File: config.mk
export PLATFORM = sky130hd
export DESIGN_NAME = multichannel_soft_uart_flat
export DESIGN_NICKNAME = d
export VERILOG_FILES = /design/src/sv/msu_pkg.sv /design/src/sv/msu_req_if.sv /design/src/sv/msu_rsp_if.sv /design/src/sv/msu_chan.sv /design/src/sv/multichannel_soft_uart.sv /design/src/flat_wrapper.sv
export SDC_FILE = /design/constraint.sdc
export NUM_CORES = 1
export LEC_CHECK = 0
export BUFFER_PORTS_ARGS = -buffer_cell sky130_fd_sc_hd__clkbuf_2
export CORE_UTILIZATION = 25
export CTS_CLUSTER_DIAMETER = 120
export DETAILED_ROUTE_END_ITERATION = 6
export GPL_ROUTABILITY_DRIVEN = 0
export GPL_TIMING_DRIVEN = 0
export PLACE_DENSITY = 0.49
export SYNTH_ARGS = -nofsm -noshare
export SYNTH_HDL_FRONTEND = slang
export SYNTH_SLANG_ARGS = --single-unit
File: constraint.sdc
create_clock -name clock -period 9.9 [get_ports clock]
set_input_delay 1.98 -clock clock [delete_from_list [all_inputs] [get_ports clock]]
set_output_delay 1.98 -clock clock [all_outputs]
set_load 0.01 [all_outputs]
File: src/sv/msu_pkg.sv
`timescale 1ns / 1ps
// ----------------------------------------------------------------------------
// msu_pkg
// Shared types and constants of the multichannel soft UART.
// ----------------------------------------------------------------------------
package msu_pkg;

   localparam int DEF_CHANNELS   = 2;
   localparam int DEF_FIFO_DEPTH = 16;

   localparam int BYTE_W = 8;   // data word
   localparam int CH_W   = 2;   // channel select field
   localparam int LVL_W  = 2;   // per-channel bitmaps on the ports
   localparam int CNT_W  = 4;   // bit counter

   localparam logic [CNT_W-1:0] CNT_FIRST = 4'd1;
   localparam logic [CNT_W-1:0] CNT_LAST  = 4'd8;   // last data bit
   localparam logic [CNT_W-1:0] CNT_STOP  = 4'd9;   // stop bit

   typedef enum logic [1:0] {
      OP_TICK = 2'd0,
      OP_EDGE = 2'd1,
      OP_PUT  = 2'd2,
      OP_GET  = 2'd3
   } msu_op_type;

   typedef enum logic [1:0] {
      MODE_IDLE     = 2'd0,
      MODE_TX       = 2'd1,
      MODE_RX_START = 2'd2,
      MODE_RX_DATA  = 2'd3
   } msu_mode_type;

   // command to one channel for one accepted word
   typedef struct packed {
      logic              tick;
      logic              rx_edge;
      logic              put;
      logic              get;
      logic [BYTE_W-1:0] data;
      logic              level;
   } msu_cmd_type;

   // what one channel reports back for that word
   typedef struct packed {
      logic tx_line;      // line level after the word
      logic put_ok;
      logic rephase;
      logic read_valid;
      logic dropped;
   } msu_stat_type;

   typedef struct packed {
      logic [LVL_W-1:0]  tx_levels;
      logic [BYTE_W-1:0] read_data;
      logic              read_valid;
      logic              put_accepted;
      logic              rephase_tick;
      logic [LVL_W-1:0]  rx_dropped;
   } msu_rsp_type;

endpackage

File: src/sv/msu_req_if.sv
`timescale 1ns / 1ps
// ----------------------------------------------------------------------------
// msu_req_if
// Request channel: opcode, channel, data byte and sampled RX levels.
// ----------------------------------------------------------------------------
interface msu_req_if;
   logic                        valid;
   logic                        ready;
   logic [1:0]                  opcode;
   logic [msu_pkg::CH_W-1:0]    channel;
   logic [msu_pkg::BYTE_W-1:0]  data_byte;
   logic [msu_pkg::LVL_W-1:0]   rx_levels;

   modport source (output valid, opcode, channel, data_byte, rx_levels, input ready);
   modport sink   (input valid, opcode, channel, data_byte, rx_levels, output ready);
endinterface

File: src/sv/msu_rsp_if.sv
`timescale 1ns / 1ps
// ----------------------------------------------------------------------------
// msu_rsp_if
// Response channel: TX levels and the per-word status flags.
// ----------------------------------------------------------------------------
interface msu_rsp_if;
   logic                        valid;
   logic                        ready;
   logic [msu_pkg::LVL_W-1:0]   tx_levels;
   logic [msu_pkg::BYTE_W-1:0]  read_data;
   logic                        read_valid;
   logic                        put_accepted;
   logic                        rephase_tick;
   logic [msu_pkg::LVL_W-1:0]   rx_dropped;

   modport source (output valid, tx_levels, read_data, read_valid, put_accepted,
                   rephase_tick, rx_dropped, input ready);
   modport sink   (input valid, tx_levels, read_data, read_valid, put_accepted,
                   rephase_tick, rx_dropped, output ready);
endinterface

File: src/sv/msu_chan.sv
`timescale 1ns / 1ps
// ----------------------------------------------------------------------------
// msu_chan
// One UART channel: shared TX/RX bit engine plus TX and RX FIFO memories.
// ----------------------------------------------------------------------------
module msu_chan #(
   parameter int FIFO_DEPTH = msu_pkg::DEF_FIFO_DEPTH
) (
   input  logic                       clock,
   input  logic                       reset,
   input  msu_pkg::msu_cmd_type       cmd,
   output msu_pkg::msu_stat_type      stat,
   output logic [msu_pkg::BYTE_W-1:0] rd_data
);

   localparam int PTR_W  = $clog2(FIFO_DEPTH);
   localparam int FILL_W = $clog2(FIFO_DEPTH + 1);
   localparam logic [PTR_W-1:0]  PTR_LAST = PTR_W'(FIFO_DEPTH - 1);
   localparam logic [FILL_W-1:0] FILL_MAX = FILL_W'(FIFO_DEPTH);

   logic [msu_pkg::BYTE_W-1:0] tx_mem [FIFO_DEPTH];
   logic [msu_pkg::BYTE_W-1:0] rx_mem [FIFO_DEPTH];
   logic [msu_pkg::BYTE_W-1:0] tx_q_ff, rx_q_ff;

   msu_pkg::msu_mode_type        mode_ff, mode_in;
   logic [msu_pkg::CNT_W-1:0]    cnt_ff, cnt_in;
   logic [msu_pkg::BYTE_W-1:0]   shift_ff, shift_in;
   logic                         line_ff, line_in;
   logic                         load_ff, load_in;
   logic [PTR_W-1:0]             tx_wr_ff, tx_wr_in, tx_rd_ff, tx_rd_in;
   logic [PTR_W-1:0]             rx_wr_ff, rx_wr_in, rx_rd_ff, rx_rd_in;
   logic [FILL_W-1:0]            tx_fill_ff, tx_fill_in, rx_fill_ff, rx_fill_in;

   logic [msu_pkg::BYTE_W-1:0]   shift_cur;
   logic [msu_pkg::CNT_W-1:0]    cnt_inc;
   logic [2:0]                   bit_idx;
   logic                         pop, push, put_ok, get_ok, dropped, rephase;

   function automatic logic [PTR_W-1:0] ptr_next(input logic [PTR_W-1:0] p);
      return (p == PTR_LAST) ? '0 : p + PTR_W'(1);
   endfunction

   // popped byte arrives from memory in the cycle after the pop
   assign shift_cur = load_ff ? tx_q_ff : shift_ff;
   assign cnt_inc   = cnt_ff + msu_pkg::CNT_FIRST;
   assign bit_idx   = 3'(cnt_inc - msu_pkg::CNT_FIRST);

   always_comb begin
      mode_in  = mode_ff;
      cnt_in   = cnt_ff;
      shift_in = shift_cur;
      line_in  = line_ff;
      pop      = 1'b0;
      push     = 1'b0;
      dropped  = 1'b0;
      rephase  = 1'b0;
      put_ok   = cmd.put && (tx_fill_ff < FILL_MAX);
      get_ok   = cmd.get && (rx_fill_ff != '0);

      if (cmd.tick) begin
         case (mode_ff)
            msu_pkg::MODE_IDLE: begin
               if (tx_fill_ff != '0) begin
                  pop     = 1'b1;
                  cnt_in  = '0;
                  line_in = 1'b0;
                  mode_in = msu_pkg::MODE_TX;
               end
            end
            msu_pkg::MODE_TX: begin
               cnt_in = cnt_inc;
               if (cnt_inc >= msu_pkg::CNT_FIRST && cnt_inc <= msu_pkg::CNT_LAST) begin
                  line_in = shift_cur[bit_idx];
               end else if (cnt_inc == msu_pkg::CNT_STOP) begin
                  line_in = 1'b1;
               end else begin
                  mode_in = msu_pkg::MODE_IDLE;
               end
            end
            msu_pkg::MODE_RX_START: begin
               cnt_in  = '0;
               mode_in = msu_pkg::MODE_RX_DATA;
            end
            default: begin
               cnt_in = cnt_inc;
               if (cnt_inc >= msu_pkg::CNT_FIRST && cnt_inc <= msu_pkg::CNT_LAST) begin
                  shift_in[bit_idx] = shift_cur[bit_idx] | cmd.level;
               end else if (cnt_inc != msu_pkg::CNT_STOP) begin
                  if (rx_fill_ff < FILL_MAX) begin
                     push = 1'b1;
                  end else begin
                     dropped = 1'b1;
                  end
                  mode_in = msu_pkg::MODE_IDLE;
               end
            end
         endcase
      end else if (cmd.rx_edge && mode_ff == msu_pkg::MODE_IDLE) begin
         mode_in  = msu_pkg::MODE_RX_START;
         cnt_in   = '0;
         shift_in = '0;
         rephase  = 1'b1;
      end

      load_in    = pop;
      tx_wr_in   = put_ok ? ptr_next(tx_wr_ff) : tx_wr_ff;
      tx_rd_in   = pop    ? ptr_next(tx_rd_ff) : tx_rd_ff;
      rx_wr_in   = push   ? ptr_next(rx_wr_ff) : rx_wr_ff;
      rx_rd_in   = get_ok ? ptr_next(rx_rd_ff) : rx_rd_ff;
      // a word is one opcode, so at most one of put/pop and push/get
      tx_fill_in = tx_fill_ff + FILL_W'(put_ok) - FILL_W'(pop);
      rx_fill_in = rx_fill_ff + FILL_W'(push) - FILL_W'(get_ok);
   end

   always_ff @(posedge clock) begin
      if (reset) begin
         mode_ff    <= msu_pkg::MODE_IDLE;
         cnt_ff     <= '0;
         shift_ff   <= '0;
         line_ff    <= 1'b1;
         load_ff    <= 1'b0;
         tx_wr_ff   <= '0;
         tx_rd_ff   <= '0;
         rx_wr_ff   <= '0;
         rx_rd_ff   <= '0;
         tx_fill_ff <= '0;
         rx_fill_ff <= '0;
      end else begin
         mode_ff    <= mode_in;
         cnt_ff     <= cnt_in;
         shift_ff   <= shift_in;
         line_ff    <= line_in;
         load_ff    <= load_in;
         tx_wr_ff   <= tx_wr_in;
         tx_rd_ff   <= tx_rd_in;
         rx_wr_ff   <= rx_wr_in;
         rx_rd_ff   <= rx_rd_in;
         tx_fill_ff <= tx_fill_in;
         rx_fill_ff <= rx_fill_in;
      end
   end

   always_ff @(posedge clock) begin
      if (put_ok) begin
         tx_mem[tx_wr_ff] <= cmd.data;
      end
      if (pop) begin
         tx_q_ff <= tx_mem[tx_rd_ff];
      end
   end

   always_ff @(posedge clock) begin
      if (push) begin
         rx_mem[rx_wr_ff] <= shift_cur;
      end
      if (get_ok) begin
         rx_q_ff <= rx_mem[rx_rd_ff];
      end
   end

   assign stat.tx_line    = line_in;
   assign stat.put_ok     = put_ok;
   assign stat.rephase    = rephase;
   assign stat.read_valid = get_ok;
   assign stat.dropped    = dropped;
   assign rd_data         = rx_q_ff;

   a_tx_fill_bound: assert property (@(posedge clock) disable iff (reset)
      tx_fill_ff <= FILL_MAX)
      else $error("tx fill count above depth");

   a_rx_fill_bound: assert property (@(posedge clock) disable iff (reset)
      rx_fill_ff <= FILL_MAX)
      else $error("rx fill count above depth");

   a_load_in_tx: assert property (@(posedge clock) disable iff (reset)
      load_ff |-> (mode_ff == msu_pkg::MODE_TX && cnt_ff == '0))
      else $error("pending TX load outside start of transmit");

   a_pop_has_data: assert property (@(posedge clock) disable iff (reset)
      pop |-> tx_fill_ff != '0)
      else $error("pop from empty TX FIFO");

endmodule

File: src/sv/multichannel_soft_uart.sv
`timescale 1ns / 1ps
// ----------------------------------------------------------------------------
// multichannel_soft_uart
// Multi-channel half-duplex 8N1 UART with per-channel TX and RX FIFOs.
// ----------------------------------------------------------------------------
// Takes one request word per clock and returns exactly one response word per
// request, in order. Each response is held in the stage-1 register while the
// FIFO memory is read, and then written into the output queue; a
// two-entry output queue absorbs back-pressure, so the request side keeps
// taking a word every cycle as long as the response side drains. Each channel
// keeps its TX and RX bytes in two single-port-per-direction memories of
// FIFO_DEPTH entries; no clearing pass is needed after reset. Edge, put and
// get words aimed at a channel at or above CHANNELS do nothing and report all
// flags low. RX levels and TX/drop bitmaps carry the first two channels only.
// ----------------------------------------------------------------------------
module multichannel_soft_uart #(
   parameter int CHANNELS   = msu_pkg::DEF_CHANNELS,
   parameter int FIFO_DEPTH = msu_pkg::DEF_FIFO_DEPTH
) (
   input  logic        clock,
   input  logic        reset,
   msu_req_if.sink     req_if,
   msu_rsp_if.source   rsp_if
);

   localparam int LVL_W  = msu_pkg::LVL_W;
   localparam int BYTE_W = msu_pkg::BYTE_W;

   msu_pkg::msu_cmd_type       cmd  [CHANNELS];
   msu_pkg::msu_stat_type      stat [CHANNELS];
   logic [BYTE_W-1:0]          rdq  [CHANNELS];

   logic                       req_fire, rsp_fire;
   logic [2:0]                 room_sum;

   // stage 1: flags from the channels, waiting on memory read data
   logic                       p1_valid_ff, p1_valid_in;
   msu_pkg::msu_rsp_type       p1_ff, p1_in;
   logic [msu_pkg::CH_W-1:0]   p1_ch_ff;
   msu_pkg::msu_rsp_type       p1_word;
   logic [BYTE_W-1:0]          p1_rd;

   // output queue
   msu_pkg::msu_rsp_type       oq_ff [2];
   logic                       oq_head_ff, oq_head_in;
   logic [1:0]                 oq_cnt_ff, oq_cnt_in;
   logic                       oq_wr_idx;

   assign req_fire = req_if.valid && req_if.ready;
   assign rsp_fire = rsp_if.valid && rsp_if.ready;

   // room counts the queue, the word in stage 1 and a word leaving now
   assign room_sum     = {1'b0, oq_cnt_ff} + {2'b0, p1_valid_ff} - {2'b0, rsp_fire};
   assign req_if.ready = room_sum < 3'd2;

   for (genvar c = 0; c < CHANNELS; c++) begin : g_chan
      logic addr_hit;
      logic lvl_bit;
      assign addr_hit = (32'(req_if.channel) == c);

      if (c < LVL_W) begin : g_lvl
         assign lvl_bit = req_if.rx_levels[c];
      end else begin : g_nolvl
         assign lvl_bit = 1'b0;
      end

      always_comb begin
         cmd[c].tick    = req_fire && (req_if.opcode == msu_pkg::OP_TICK);
         cmd[c].rx_edge = req_fire && (req_if.opcode == msu_pkg::OP_EDGE) && addr_hit;
         cmd[c].put     = req_fire && (req_if.opcode == msu_pkg::OP_PUT) && addr_hit;
         cmd[c].get     = req_fire && (req_if.opcode == msu_pkg::OP_GET) && addr_hit;
         cmd[c].data    = req_if.data_byte;
         cmd[c].level   = lvl_bit;
      end

      msu_chan #(
         .FIFO_DEPTH (FIFO_DEPTH)
      ) u_chan (
         .clock   (clock),
         .reset   (reset),
         .cmd     (cmd[c]),
         .stat    (stat[c]),
         .rd_data (rdq[c])
      );
   end

   always_comb begin
      p1_in              = '0;
      p1_in.tx_levels    = '0;
      for (int c = 0; c < CHANNELS; c++) begin
         if (c < LVL_W) begin
            p1_in.tx_levels[c]  = stat[c].tx_line;
            p1_in.rx_dropped[c] = stat[c].dropped;
         end
         p1_in.read_valid   = p1_in.read_valid   | stat[c].read_valid;
         p1_in.put_accepted = p1_in.put_accepted | stat[c].put_ok;
         p1_in.rephase_tick = p1_in.rephase_tick | stat[c].rephase;
      end
      p1_valid_in = req_fire;
   end

   always_ff @(posedge clock) begin
      if (reset) begin
         p1_valid_ff <= 1'b0;
      end else begin
         p1_valid_ff <= p1_valid_in;
      end
   end

   always_ff @(posedge clock) begin
      if (req_fire) begin
         p1_ff    <= p1_in;
         p1_ch_ff <= req_if.channel;
      end
   end

   // pick the addressed channel's read data
   always_comb begin
      p1_rd = '0;
      for (int c = 0; c < CHANNELS; c++) begin
         if (32'(p1_ch_ff) == c) begin
            p1_rd = rdq[c];
         end
      end
      p1_word           = p1_ff;
      p1_word.read_data = p1_ff.read_valid ? p1_rd : '0;
   end

   assign oq_wr_idx  = oq_head_ff ^ oq_cnt_ff[0];
   assign oq_head_in = oq_head_ff ^ rsp_fire;
   assign oq_cnt_in  = oq_cnt_ff + {1'b0, p1_valid_ff} - {1'b0, rsp_fire};

   always_ff @(posedge clock) begin
      if (reset) begin
         oq_head_ff <= 1'b0;
         oq_cnt_ff  <= '0;
      end else begin
         oq_head_ff <= oq_head_in;
         oq_cnt_ff  <= oq_cnt_in;
      end
   end

   always_ff @(posedge clock) begin
      if (p1_valid_ff) begin
         oq_ff[oq_wr_idx] <= p1_word;
      end
   end

   assign rsp_if.valid        = oq_cnt_ff != '0;
   assign rsp_if.tx_levels    = oq_ff[oq_head_ff].tx_levels;
   assign rsp_if.read_data    = oq_ff[oq_head_ff].read_data;
   assign rsp_if.read_valid   = oq_ff[oq_head_ff].read_valid;
   assign rsp_if.put_accepted = oq_ff[oq_head_ff].put_accepted;
   assign rsp_if.rephase_tick = oq_ff[oq_head_ff].rephase_tick;
   assign rsp_if.rx_dropped   = oq_ff[oq_head_ff].rx_dropped;

   a_oq_bound: assert property (@(posedge clock) disable iff (reset)
      oq_cnt_ff <= 2'd2)
      else $error("output queue overfilled");

   a_p1_has_room: assert property (@(posedge clock) disable iff (reset)
      p1_valid_ff |-> (oq_cnt_ff != 2'd2 || rsp_fire))
      else $error("stage 1 word with no queue slot");

   a_accept_to_p1: assert property (@(posedge clock) disable iff (reset)
      req_fire |=> p1_valid_ff)
      else $error("accepted word lost before stage 1");

   a_one_flag: assert property (@(posedge clock) disable iff (reset)
      p1_valid_ff |->
         $countones({p1_ff.read_valid, p1_ff.put_accepted, p1_ff.rephase_tick}) <= 1)
      else $error("more than one operation flag in one response");

endmodule

File: src/flat_wrapper.sv
// flat-port wrapper written by rule: the top's interface ports become plain ports
module multichannel_soft_uart_flat 
#(
   parameter int CHANNELS   = msu_pkg::DEF_CHANNELS,
   parameter int FIFO_DEPTH = msu_pkg::DEF_FIFO_DEPTH
)
  (clock, reset, req_if_valid, req_if_opcode, req_if_channel, req_if_data_byte, req_if_rx_levels, req_if_ready, rsp_if_valid, rsp_if_tx_levels, rsp_if_read_data, rsp_if_read_valid, rsp_if_put_accepted, rsp_if_rephase_tick, rsp_if_rx_dropped, rsp_if_ready);
  msu_req_if req_if_i ();
  msu_rsp_if rsp_if_i ();
  input  logic clock;
  input  logic reset;
  input wire logic [$bits(req_if_i.valid)-1:0] req_if_valid;
  input wire logic [$bits(req_if_i.opcode)-1:0] req_if_opcode;
  input wire logic [$bits(req_if_i.channel)-1:0] req_if_channel;
  input wire logic [$bits(req_if_i.data_byte)-1:0] req_if_data_byte;
  input wire logic [$bits(req_if_i.rx_levels)-1:0] req_if_rx_levels;
  output wire logic [$bits(req_if_i.ready)-1:0] req_if_ready;
  output wire logic [$bits(rsp_if_i.valid)-1:0] rsp_if_valid;
  output wire logic [$bits(rsp_if_i.tx_levels)-1:0] rsp_if_tx_levels;
  output wire logic [$bits(rsp_if_i.read_data)-1:0] rsp_if_read_data;
  output wire logic [$bits(rsp_if_i.read_valid)-1:0] rsp_if_read_valid;
  output wire logic [$bits(rsp_if_i.put_accepted)-1:0] rsp_if_put_accepted;
  output wire logic [$bits(rsp_if_i.rephase_tick)-1:0] rsp_if_rephase_tick;
  output wire logic [$bits(rsp_if_i.rx_dropped)-1:0] rsp_if_rx_dropped;
  input wire logic [$bits(rsp_if_i.ready)-1:0] rsp_if_ready;
  assign req_if_i.valid = req_if_valid;
  assign req_if_i.opcode = req_if_opcode;
  assign req_if_i.channel = req_if_channel;
  assign req_if_i.data_byte = req_if_data_byte;
  assign req_if_i.rx_levels = req_if_rx_levels;
  assign req_if_ready = req_if_i.ready;
  assign rsp_if_valid = rsp_if_i.valid;
  assign rsp_if_tx_levels = rsp_if_i.tx_levels;
  assign rsp_if_read_data = rsp_if_i.read_data;
  assign rsp_if_read_valid = rsp_if_i.read_valid;
  assign rsp_if_put_accepted = rsp_if_i.put_accepted;
  assign rsp_if_rephase_tick = rsp_if_i.rephase_tick;
  assign rsp_if_rx_dropped = rsp_if_i.rx_dropped;
  assign rsp_if_i.ready = rsp_if_ready;
  multichannel_soft_uart #(.CHANNELS(CHANNELS), .FIFO_DEPTH(FIFO_DEPTH)) u_core (.clock(clock), .reset(reset), .req_if(req_if_i), .rsp_if(rsp_if_i));
endmodule
==> run metrics <==
status=finished, final reports clean; number of global-route vias before repair=between 15000 and 20000; first-pass GRT wire length=slightly below 100000 um; Die Wd=336 um; ANT cells=0; Synth Net Count=1714; CTS tree=done; Fin. Hold Viols=0; setup TNS=0 ns; grt ovf=0; CTS Hold Buffers Added=0; NumNets Final=around 1800; worst-skew pair later-pin latency=0.61 ns; sequential element share of the synthesized area=a little under 70%; Syn Area/Cell=approximately 17 um2; largest area contributor in the netlist=edfxtp_1; total CTS buffers=74; cells after synthesis=about 1600; drt initial violations=1072; R2R depth=23; RSZ-0062 raised after global routing=no; Rel. slew slack=a little under 10%; num ports=35; hold slack=around 0.45 ns; CP Max Fanout=6; R2R Setup Slk=~4.8 ns; Crit path arrival time=~4 ns; die height=between 300 and 400 um; DRC errors left=0; hpwl dp=roughly 42000 um; Hold/Removal Path Class=reg2reg; via count=between 10000 and 15000; Fmax achieved=approximately 0.17 GHz; total track usage=about 11%; max-cap viol count=0; floorplan row count=around 120; share of the synthesized area in the top cell type=between 60% and 70%; Slew @ Worst Pin=between 1 and 1.5 ns; Starting Density=25.2%; Critical path destination=req_if_ready; DR WL/cell=roughly 19 um; crit path kind=in2out; Worst Setup End Kind=primary output; Final min period=slightly below 6 ns; input/output buffers=33; clock skew=roughly 0.017 ns; synth unique cells=71; initial antenna violation count=5; CTS root buf=clkbuf_16; Required @ worst endpoint=7.92 ns; Final Slew Violations=0; Cell Area, Synth=~28000 um2; H-tree depth=3; die area=113000 um2; post-CTS setup buffer count=0; largest net degree at the start of global routing=33; Bufs on Longest Clock Path=3; dominant synthesized flop cell=edfxtp_1; Core ar.=~110000 um2; Layout area overhead=16.3%; # setup viols final=0; CP Launch Type=input port; Clk pin slew, worst setup/hold paths=about 0.050 ns; leak pwr=10.3 nW; synth cell count leaders=edfxtp_1, mux4_2, nor2_1, dfxtp_1, a21oi_1; Async SR Flop Fraction=0%; CTS Sinks=around 670; Synth Register Bits=671; endpoint of the lowest-slack register-to-register path=u_core.g_chan[1].u_chan.rx_fill_ff[4]; layout cell share with drive strength beyond 1=21.4%; DR vias/cell=approximately 4.4; cell with the most instances after synthesis=edfxtp_1; post-CTS sizing=0; R2R Path Start=u_core.oq_cnt_ff[1]; drt total wl=about 63000 um; drt pass-1 iters=5; synth warn=0; EDFF count, synth=roughly 580; Pwr Density=between 200 and 250 nW/um2; post-route clock period utilization=between 50 and 60%; antenna viol nets, final=0; Synth area leaders=edfxtp_1, mux4_2, dfxtp_1; CP startpoint=rsp_if_ready; Worst IR Drop VDD=0.115 mV
-- report_power, final --
group / internal, W / total, W / leakage (nW) / switching (W)
logic: 0.000257 / 0.000642 / 3.08 / 0.000385
clock network: 0.00166 / 0.00279 / 1.19 / 0.00113
registers: 0.00319 / 0.00323 / 6.00 / 0.0000436
-- state kept, by name, indices dropped and copies added, names as in the netlist, 10 cells and up --
register                         cells
u_core.g_chan.u_chan.rx_mem        256
u_core.g_chan.u_chan.shift_ff       16
u_core.oq_ff                        30
u_core.g_chan.u_chan.tx_q_ff        16
u_core.g_chan.u_chan.rd_data        16
u_core.g_chan.u_chan.rx_fill_ff     10
u_core.g_chan.u_chan.tx_fill_ff     10
u_core.g_chan.u_chan.tx_mem        256
-- layout by cell type, fill, tap and decap left out, drive strengths merged, types with 26 or more instances in the layout --
cell type	count
a21oi	69
nand2	51
dfxtp	88
nor2	92
mux2	33
and2	26
ha	58
edfxtp	583
buf	37
clkinv	28
inv	68
o21ai	50
mux2i	40
mux4	150
and3	31
nor2b	32
clkbuf	171
-- final cells by class --
cell class	count	area (um2)
Clock buffer	90	1970
Fill cell	11000	78300
Tap cell	1488	1860
Buffer	83	359
Inverter	64	240
Clock inverter	48	500
Multi-Input combinational cell	815	8130
Timing Repair Buffer	35	180
Sequential cell	671	19300
-- stage by stage --
step	utilization, %	total power, W	setup WS (ns)	cells	cell area (um2)
2_1_floorplan	-	0.00372	4.14	1633	28000
3_3_place_gp	27.1	0.00392	3.53	3154	30000
3_5_place_dp	27.1	0.00394	3.43	3154	30000
4_1_cts	29.3	0.00675	3.99	3292	32500
5_1_grt	29.3	0.00692	3.85	3294	32500
6_report	29.3	0.00666	3.97	3294	32500
-- metal layers --
layer | track usage, % | vias to the layer above | share of wire, %
met4 | 2.93 | 10 | 1.6
met1 | 15.1 | 7557 | 46
li1 | - | 6636 | -
met2 | 18.3 | 325 | 48
met5 | 0 | - | 0.075
met3 | 2.27 | 84 | 4.7
-- critical path, stage by stage --
cell and delay (ns):
clkbuf_2 0.08, and2_1 0.16, ha_1 0.30, inv_1 0.06, ha_1 0.13, inv_1 0.05, fa_1 0.45, xnor2_2 0.34
and2_1 0.23, clkbuf_2 0.15
-- logic make-up after synthesis --
group	share of synthesized area, %
AO/OA/AOI/OAI	4.30
XOR/XNOR	0.873
adder cells (fa/ha/maj)	2.95
buffers and inverters	2.14
flip-flops	68.9
multiplexers	14.9
AND/OR/NAND/NOR	5.93
-- worst min path at each step --
stage                               start  cells after the start                  to  slack, ns
after floorplan           u_core.p1_ff[0]                      0  u_core.oq_ff[0][0]       0.42
after global placement    u_core.p1_ff[1]                      0  u_core.oq_ff[0][1]       0.43
after detailed placement  u_core.p1_ff[1]                      0  u_core.oq_ff[1][1]       0.44
after CTS                 u_core.p1_ff[1]                      0  u_core.oq_ff[1][1]       0.45
after global routing      u_core.p1_ff[1]                      0  u_core.oq_ff[1][1]       0.47
final                     u_core.p1_ff[1]                      0  u_core.oq_ff[0][1]       0.45
(Power assumes the default switching activity.)
